<file path="src/pid_dzc_pkg.sv">
// Shared widths, register indexes and state type for the PID controller with dead zone and clamp.
package pid_dzc_pkg;

  // Sample, error and gain widths.
  localparam int SAMPLE_W   = 16;
  localparam int ERR_W      = SAMPLE_W + 1;
  localparam int DIFF_W     = ERR_W + 1;
  localparam int INTEG_W    = 40;
  localparam int SUM_W      = INTEG_W + 1;
  localparam int INT_FRAC   = 16;
  localparam int KP_W       = 16;
  localparam int KI_W       = 16;
  localparam int KD_W       = 24;
  localparam int STEP_W     = 16;
  localparam int BAND_W     = 17;
  localparam int LIMIT_W    = 16;

  // Configuration port.
  localparam int CFG_IDX_W  = 3;
  localparam int CFG_DATA_W = 24;

  localparam logic [CFG_IDX_W-1:0] REG_PROP_GAIN   = 3'd0;
  localparam logic [CFG_IDX_W-1:0] REG_INTEG_GAIN  = 3'd1;
  localparam logic [CFG_IDX_W-1:0] REG_DERIV_GAIN  = 3'd2;
  localparam logic [CFG_IDX_W-1:0] REG_STEP_TIME   = 3'd3;
  localparam logic [CFG_IDX_W-1:0] REG_ERROR_BAND  = 3'd4;
  localparam logic [CFG_IDX_W-1:0] REG_DRIVE_LIMIT = 3'd5;
  localparam logic [CFG_IDX_W-1:0] REG_DRIVE_FLOOR = 3'd6;

  // Radix-4 serial multiplier: multiplicand parallel, multiplier two bits per cycle.
  localparam int MCAND_W    = INTEG_W;
  localparam int MPLR_W     = KD_W;
  localparam int PROD_W     = MCAND_W + MPLR_W;
  localparam int ACC_W      = MCAND_W + 3;
  localparam int DIGITS     = MPLR_W / 2;
  localparam int CNT_W      = $clog2(DIGITS + 1);

  // Proportional plus derivative sum and the final scaling.
  localparam int PD_W       = 43;
  localparam int OUT_SHIFT  = 24;
  localparam int Y_W        = PROD_W - OUT_SHIFT;

  typedef enum logic [2:0] {
    ST_IDLE,
    ST_PREP,
    ST_MUL1,
    ST_BAND,
    ST_MUL2,
    ST_SUM,
    ST_SAT,
    ST_CLAMP
  } state_t;

endpackage

</file>
<file path="src/pid_dzc_smul.sv">
// Radix-4 Booth serial multiplier that retires two multiplier bits per cycle.
module pid_dzc_smul import pid_dzc_pkg::*; (
  input  logic                      clk,
  input  logic                      rst,
  input  logic                      load,
  input  logic signed [MCAND_W-1:0] mcand,
  input  logic signed [MPLR_W-1:0]  mplr,
  output logic                      done,
  output logic signed [PROD_W-1:0]  product
);

  logic signed [MCAND_W-1:0] a_reg;
  logic signed [ACC_W-1:0]   a_ext;
  logic signed [ACC_W-1:0]   acc;
  logic signed [ACC_W-1:0]   partial;
  logic signed [ACC_W-1:0]   sum;
  logic [MPLR_W-1:0]         blo;
  logic                      bprev;
  logic [CNT_W-1:0]          count;

  assign a_ext = {{(ACC_W-MCAND_W){a_reg[MCAND_W-1]}}, a_reg};

  // Booth digit from the two low multiplier bits and the last bit shifted out.
  always_comb begin
    unique case ({blo[1:0], bprev})
      3'b000, 3'b111: partial = '0;
      3'b001, 3'b010: partial = a_ext;
      3'b011:         partial = a_ext <<< 1;
      3'b100:         partial = -(a_ext <<< 1);
      3'b101, 3'b110: partial = -a_ext;
    endcase
  end

  assign sum     = acc + partial;
  assign done    = (count == CNT_W'(DIGITS));
  assign product = {acc[MCAND_W-1:0], blo};

  // Digit counter; the unit rests with the count at its end value.
  always_ff @(posedge clk) begin
    if (rst) begin
      count <= CNT_W'(DIGITS);
    end else if (load) begin
      count <= '0;
    end else if (!done) begin
      count <= count + CNT_W'(1);
    end
  end

  // Accumulate and shift; low product bits replace the multiplier bits as they retire.
  always_ff @(posedge clk) begin
    if (load) begin
      a_reg <= mcand;
      acc   <= '0;
      blo   <= mplr;
      bprev <= 1'b0;
    end else if (!done) begin
      acc   <= sum >>> 2;
      blo   <= {sum[1:0], blo[MPLR_W-1:2]};
      bprev <= blo[1];
    end
  end

endmodule

</file>
<file path="src/pid_controller_deadzone_clamp_core.sv">
// PID controller with error dead zone, saturating integral, output clamp and output dead band.
// A request is accepted only in the idle state, so one is finished before the next is taken.
// Each request makes two passes through the radix-4 serial multipliers:
// error times step time together with the P and D products, then integral times gain.
// A new request is accepted while the previous result waits in the output register.
// Synchronous reset clears the state, integral and last error; gains go to 0, limits to -1.
module pid_controller_deadzone_clamp_core import pid_dzc_pkg::*; (
  input  logic                       clk,
  input  logic                       rst,
  input  logic                       cfg_we,
  input  logic [CFG_IDX_W-1:0]       cfg_index,
  input  logic [CFG_DATA_W-1:0]      cfg_data,
  input  logic                       in_valid,
  output logic                       in_ready,
  input  logic signed [SAMPLE_W-1:0] target,
  input  logic signed [SAMPLE_W-1:0] sensed,
  output logic                       out_valid,
  input  logic                       out_ready,
  output logic signed [SAMPLE_W-1:0] drive
);

  state_t state, state_next;

  logic signed [KP_W-1:0]    prop_gain;
  logic signed [KI_W-1:0]    integ_gain;
  logic signed [KD_W-1:0]    deriv_gain;
  logic [STEP_W-1:0]         step_time;
  logic signed [BAND_W-1:0]  error_band;
  logic signed [LIMIT_W-1:0] drive_limit;
  logic signed [LIMIT_W-1:0] drive_floor;

  logic signed [ERR_W-1:0]   e_raw;
  logic signed [ERR_W-1:0]   e_dz;
  logic signed [ERR_W-1:0]   last_error;
  logic signed [DIFF_W-1:0]  e_ext;
  logic signed [DIFF_W-1:0]  band_ext;
  logic signed [DIFF_W-1:0]  e_diff;
  logic                      band_on;
  logic                      e_small;

  logic signed [INTEG_W-1:0] integral_sum;
  logic signed [INTEG_W-1:0] integ_add;
  logic signed [INTEG_W-1:0] integ_dz;
  logic signed [SUM_W-1:0]   integ_wide;
  logic signed [SUM_W-1:0]   integ_ext;
  logic signed [SUM_W-1:0]   band_wide;
  logic                      i_small;

  logic                      m0_load;
  logic                      pd_load;
  logic                      m0_done;
  logic                      p_done;
  logic                      d_done;
  logic                      mul1_end;
  logic signed [MCAND_W-1:0] m0_mcand;
  logic signed [MPLR_W-1:0]  m0_mplr;
  logic signed [PROD_W-1:0]  m0_prod;
  logic signed [PROD_W-1:0]  p_prod;
  logic signed [PROD_W-1:0]  d_prod;

  logic signed [PD_W-1:0]     pd_sum;
  logic signed [PROD_W-1:0]   total;
  logic signed [Y_W-1:0]      y_wide;
  logic signed [SAMPLE_W-1:0] y_sat;
  logic signed [SAMPLE_W-1:0] y_sat_next;
  logic signed [SAMPLE_W-1:0] y_fin;
  logic                       out_free;
  logic                       drive_load;

  // Configuration registers.
  always_ff @(posedge clk) begin
    if (rst) begin
      prop_gain   <= '0;
      integ_gain  <= '0;
      deriv_gain  <= '0;
      step_time   <= '0;
      error_band  <= '1;
      drive_limit <= '1;
      drive_floor <= '1;
    end else if (cfg_we) begin
      unique case (cfg_index)
        REG_PROP_GAIN:   prop_gain   <= cfg_data[KP_W-1:0];
        REG_INTEG_GAIN:  integ_gain  <= cfg_data[KI_W-1:0];
        REG_DERIV_GAIN:  deriv_gain  <= cfg_data[KD_W-1:0];
        REG_STEP_TIME:   step_time   <= cfg_data[STEP_W-1:0];
        REG_ERROR_BAND:  error_band  <= cfg_data[BAND_W-1:0];
        REG_DRIVE_LIMIT: drive_limit <= cfg_data[LIMIT_W-1:0];
        REG_DRIVE_FLOOR: drive_floor <= cfg_data[LIMIT_W-1:0];
        default: ;
      endcase
    end
  end

  // Error dead zone and the difference against the previous error.
  assign band_on  = !error_band[BAND_W-1];
  assign e_ext    = {e_raw[ERR_W-1], e_raw};
  assign band_ext = {error_band[BAND_W-1], error_band};
  assign e_small  = (e_ext <= band_ext) && (e_ext >= -band_ext);
  assign e_dz     = (band_on && e_small) ? '0 : e_raw;
  assign e_diff   = {e_dz[ERR_W-1], e_dz} - {last_error[ERR_W-1], last_error};

  // Saturating integral update with the error times step time product.
  assign integ_wide = {integral_sum[INTEG_W-1], integral_sum} + m0_prod[SUM_W-1:0];
  always_comb begin
    if (integ_wide[SUM_W-1] != integ_wide[INTEG_W-1]) begin
      integ_add = integ_wide[SUM_W-1] ? {1'b1, {(INTEG_W-1){1'b0}}}
                                      : {1'b0, {(INTEG_W-1){1'b1}}};
    end else begin
      integ_add = integ_wide[INTEG_W-1:0];
    end
  end

  // Integral dead zone: the band scaled to the integral's fraction bits.
  assign integ_ext = {integral_sum[INTEG_W-1], integral_sum};
  assign band_wide = {{(SUM_W-BAND_W-INT_FRAC){error_band[BAND_W-1]}}, error_band,
                      {INT_FRAC{1'b0}}};
  assign i_small   = (integ_ext <= band_wide) && (integ_ext >= -band_wide);
  assign integ_dz  = (band_on && i_small) ? '0 : integral_sum;

  // The shared multiplier forms e times step time first, then integral times gain.
  always_comb begin
    if (state == ST_BAND) begin
      m0_mcand = integ_dz;
      m0_mplr  = {{(MPLR_W-KI_W){integ_gain[KI_W-1]}}, integ_gain};
    end else begin
      m0_mcand = {{(MCAND_W-ERR_W){e_raw[ERR_W-1]}}, e_raw};
      m0_mplr  = {{(MPLR_W-STEP_W){1'b0}}, step_time};
    end
  end

  pid_dzc_smul u_mul_main (
    .clk     (clk),
    .rst     (rst),
    .load    (m0_load),
    .mcand   (m0_mcand),
    .mplr    (m0_mplr),
    .done    (m0_done),
    .product (m0_prod)
  );

  pid_dzc_smul u_mul_prop (
    .clk     (clk),
    .rst     (rst),
    .load    (pd_load),
    .mcand   ({{(MCAND_W-ERR_W){e_dz[ERR_W-1]}}, e_dz}),
    .mplr    ({{(MPLR_W-KP_W){prop_gain[KP_W-1]}}, prop_gain}),
    .done    (p_done),
    .product (p_prod)
  );

  pid_dzc_smul u_mul_deriv (
    .clk     (clk),
    .rst     (rst),
    .load    (pd_load),
    .mcand   ({{(MCAND_W-DIFF_W){e_diff[DIFF_W-1]}}, e_diff}),
    .mplr    (deriv_gain),
    .done    (d_done),
    .product (d_prod)
  );

  assign mul1_end = m0_done && p_done && d_done;
  assign out_free = !out_valid || out_ready;

  // Saturate the scaled sum to the sample width.
  assign y_wide = total[PROD_W-1:OUT_SHIFT];
  always_comb begin
    if (y_wide[Y_W-1:SAMPLE_W-1] != {(Y_W-SAMPLE_W+1){y_wide[Y_W-1]}}) begin
      y_sat_next = y_wide[Y_W-1] ? {1'b1, {(SAMPLE_W-1){1'b0}}}
                                 : {1'b0, {(SAMPLE_W-1){1'b1}}};
    end else begin
      y_sat_next = y_wide[SAMPLE_W-1:0];
    end
  end

  // Symmetric clamp, or the output dead band when the clamp is off.
  always_comb begin
    priority if (!drive_limit[LIMIT_W-1]) begin
      priority if (y_sat >= drive_limit) begin
        y_fin = drive_limit;
      end else if (y_sat <= -drive_limit) begin
        y_fin = -drive_limit;
      end else begin
        y_fin = y_sat;
      end
    end else if (!drive_floor[LIMIT_W-1] && (y_sat <= drive_floor) &&
                 (y_sat >= -drive_floor)) begin
      y_fin = '0;
    end else begin
      y_fin = y_sat;
    end
  end

  // Next state.
  always_comb begin
    state_next = state;
    unique case (state)
      ST_IDLE:  if (in_valid) state_next = ST_PREP;
      ST_PREP:  state_next = ST_MUL1;
      ST_MUL1:  if (mul1_end) state_next = ST_BAND;
      ST_BAND:  state_next = ST_MUL2;
      ST_MUL2:  if (m0_done) state_next = ST_SUM;
      ST_SUM:   state_next = ST_SAT;
      ST_SAT:   state_next = ST_CLAMP;
      ST_CLAMP: if (out_free) state_next = ST_IDLE;
    endcase
  end

  // Controls decoded from the state.
  always_comb begin
    in_ready   = 1'b0;
    m0_load    = 1'b0;
    pd_load    = 1'b0;
    drive_load = 1'b0;
    unique case (state)
      ST_IDLE:  in_ready = 1'b1;
      ST_PREP: begin
        m0_load = 1'b1;
        pd_load = 1'b1;
      end
      ST_BAND:  m0_load = 1'b1;
      ST_CLAMP: drive_load = out_free;
      ST_MUL1, ST_MUL2, ST_SUM, ST_SAT: ;
    endcase
  end

  // State, integral and previous error.
  always_ff @(posedge clk) begin
    if (rst) begin
      state        <= ST_IDLE;
      integral_sum <= '0;
      last_error   <= '0;
    end else begin
      state <= state_next;
      if (state == ST_PREP) begin
        last_error <= e_dz;
      end
      if (state == ST_MUL1 && mul1_end) begin
        integral_sum <= integ_add;
      end else if (state == ST_BAND) begin
        integral_sum <= integ_dz;
      end
    end
  end

  // Datapath registers for the error and the output sum.
  always_ff @(posedge clk) begin
    if (in_valid && in_ready) begin
      e_raw <= {target[SAMPLE_W-1], target} - {sensed[SAMPLE_W-1], sensed};
    end
    if (state == ST_BAND) begin
      pd_sum <= p_prod[PD_W-1:0] + d_prod[PD_W-1:0];
    end
    if (state == ST_SUM) begin
      total <= m0_prod + {{(PROD_W-PD_W-INT_FRAC){pd_sum[PD_W-1]}}, pd_sum,
                          {INT_FRAC{1'b0}}};
    end
    if (state == ST_SAT) begin
      y_sat <= y_sat_next;
    end
    if (drive_load) begin
      drive <= y_fin;
    end
  end

  // Output request register.
  always_ff @(posedge clk) begin
    if (rst) begin
      out_valid <= 1'b0;
    end else if (drive_load) begin
      out_valid <= 1'b1;
    end else if (out_ready) begin
      out_valid <= 1'b0;
    end
  end

endmodule

</file>
<file path="config.mk">
export PLATFORM = sky130hd
export DESIGN_NAME = pid_controller_deadzone_clamp_core
export DESIGN_NICKNAME = d
export VERILOG_FILES = /design/src/pid_dzc_pkg.sv /design/src/pid_dzc_smul.sv /design/src/pid_controller_deadzone_clamp_core.sv
export SDC_FILE = /design/constraint.sdc
export NUM_CORES = 2
export LEC_CHECK = 0
export BUFFER_PORTS_ARGS = -buffer_cell sky130_fd_sc_hd__buf_2
export CORE_UTILIZATION = 65
export CTS_CLUSTER_DIAMETER = 30
export CTS_CLUSTER_SIZE = 16
export DETAILED_ROUTE_END_ITERATION = 12
export PLACE_DENSITY = 0.81
export SKIP_LAST_GASP = 1
export SLEW_MARGIN = 20
export SYNTH_ARGS = -nofsm -noshare
export SYNTH_HDL_FRONTEND = slang
export SYNTH_HIERARCHICAL = 1
export SYNTH_SLANG_ARGS = --single-unit
</file>
<file path="constraint.sdc">
create_clock -name clk -period 11.5 [get_ports clk]
set_input_delay 1.725 -clock clk [delete_from_list [all_inputs] [get_ports clk]]
set_output_delay 1.725 -clock clk [all_outputs]
set_load 0.02 [all_outputs]
</file>
==> reports/metrics.cfg <==
[cells_and_area]
layout-drive-gt1-share = 0.0956
fin_area_sq_um = 56000
final_cells = 7013
largest_reg_flops = 43
areaGrowthSynthToFinish_pct = 11.5
nets = 6363
num-fill-cells = 5755
top_register = pd_sum

[die]
core_sq_um = 76200
row_count = 101
dieArea_sq_um = 78400
die_x_microns = 280
floorplan.initialDensity = 0.659
io_pins = 82
die_h_microns = 280

[place]
numPortBuffers = 81
dp.cells = 6728
dpl_cell_area_sq_um = 50700
gp_congestion = 1.00
post-dp-hpwl_mm = 111

[timing]
holdWs_ns = 0.451
final.min_clock_period_ns = 7.06
finClkSkew_ns = 0.0352
max_freq_mhz = 142
maxSlewViolCount = 0
finalCritPeriodShare = 0.614
final-setup-viol-count = 0
tightest_slew_ns = 1.10
hold_viol = 0
slew_headroom = 0.265
tns_ns = 0
rsz0062_at_grt = no

[grt]
grt_pass1_vias = 43100
gr-total-overflow = 0
grt_max_degree = 108
grt_pass1_wl_mm = 237
grt_usage = 0.381
antenna_found_initial = 8

[pwr]
vdd_drop_max_uv = 219
p_leak_uw = 0.0233
power_density_nw_per_um2 = 317

[worst_setup_path]
cp_data_arrival_time_ns = 7.54
path_delay_family = compound AO/OA/AOI/OAI gates
crit_path_top_delay_cell = a2111oi_0
cp_num_buf_inv = 3
start_kind = flop
critPathMaxStageDelay_ns = 0.83
worst_setup_path_end_kind = flop
worstPathRequired_ns = 11.97
critical_path_peak_fanout = 35
path_class = flop to flop

[clocking]
holdBufCountCts = 0
root_buffer = clkbuf_16
cts_tree = built
cts_buffer_depth = 3
cts.clk_slew.worst_paths_ns = 0.05
cts_setup_buffers = 0
clock_latency_ns = 0.75
clock-sinks = 644
htreeDepth = 4
numCtsBuffers = 152
cts_resized = 0

[route]
wl_per_cell_microns = 21.7
drc = 0
drt_iter0_markers = 5615
dr.pass1.iters = 6
dr_total_vias = 46500
viasPerCell = 6.63
antenna_left = 0
routed_wl_mm = 153

[synth]
synth.avg_cell_area_sq_um = 8.48
synth_fp_nets = 6433
syn_inst = 5922
netlist_area_sq_um = 50200
ys_warn_count = 6

[flow_run]
cap_violations = 0

[outcome]
status = finished clean

[min_path]
hold_class = flop to flop

-- area by class of cell --
type | count | area [sq um] | area share
Antenna cell | 2 | 5.00 | 0.0000894
Clock buffer | 187 | 4150 | 0.0741
Clock inverter | 96 | 1140 | 0.0203
Inverter | 240 | 901 | 0.0161
Multi-Input combinational cell | 4677 | 31500 | 0.563
Sequential cell | 644 | 16100 | 0.288
Tap cell | 1030 | 1290 | 0.0230
Timing Repair Buffer | 137 | 841 | 0.0150
-- stage by stage --
| step | utilization | setup WS [ns] | total power (uW) |
|---|---|---|---|
| floorplan | - | 2.82 | 10800 |
| CTS | 0.735 | 4.58 | 17500 |
| global route | 0.735 | 3.98 | 18800 |
| finish | 0.735 | 4.44 | 17800 |
| global placement | 0.665 | 4.79 | 12800 |
| detailed placement | 0.665 | 4.67 | 13000 |
-- power breakdown --
part           switching [uW]  internal, uW  total [uW]
registers                 600          3220        3820
clock network            1470          2880        4360
logic                    5940          3650        9590
-- placed cells by master, fill, tap and decap left out, types with 84 or more instances in the layout --
| cell | n |
|---|---|
| a21o_1 | 177 |
| a21oi_1 | 533 |
| clkbuf_16 | 156 |
| dfxtp_1 | 320 |
| edfxtp_1 | 324 |
| ha_1 | 440 |
| inv_1 | 231 |
| mux2_2 | 84 |
| nand2_1 | 734 |
| nand3_1 | 90 |
| nor2_1 | 355 |
| nor3_1 | 123 |
| o21ai_0 | 399 |
| xnor2_1 | 267 |
| xor2_1 | 116 |
-- worst paths after layout --
kind	depth (start not counted)	from	end	slack, ns
min	2	deriv_gain[18]	deriv_gain[18]	0.45
max	28	error_band[0]	u_mul_deriv/a_reg[14]	4.44
max reg2reg	28	error_band[0]	u_mul_deriv/a_reg[14]	4.44
min reg2reg	2	deriv_gain[18]	deriv_gain[18]	0.45
-- metal layers --
layer	wire length, microns	track usage	vias up
met5	64	0	-
met4	6470	0.174	10
met3	16200	0.0777	447
met2	66200	0.581	2379
met1	63600	0.520	22000
li1	-	-	21700
-- worst reg2reg max path: cells and delay by family (launching register included) --
family,cells,cell delay [ns]
xor gates and xnor gates,1,0.09
AOI/OAI and AO/OA,17,3.87
and+or+nand+nor,3,0.93
DFF,1,0.35
buffers and inverters,3,0.42
adders and majority gates,4,1.13
Power figures use the tool's default switching activity.
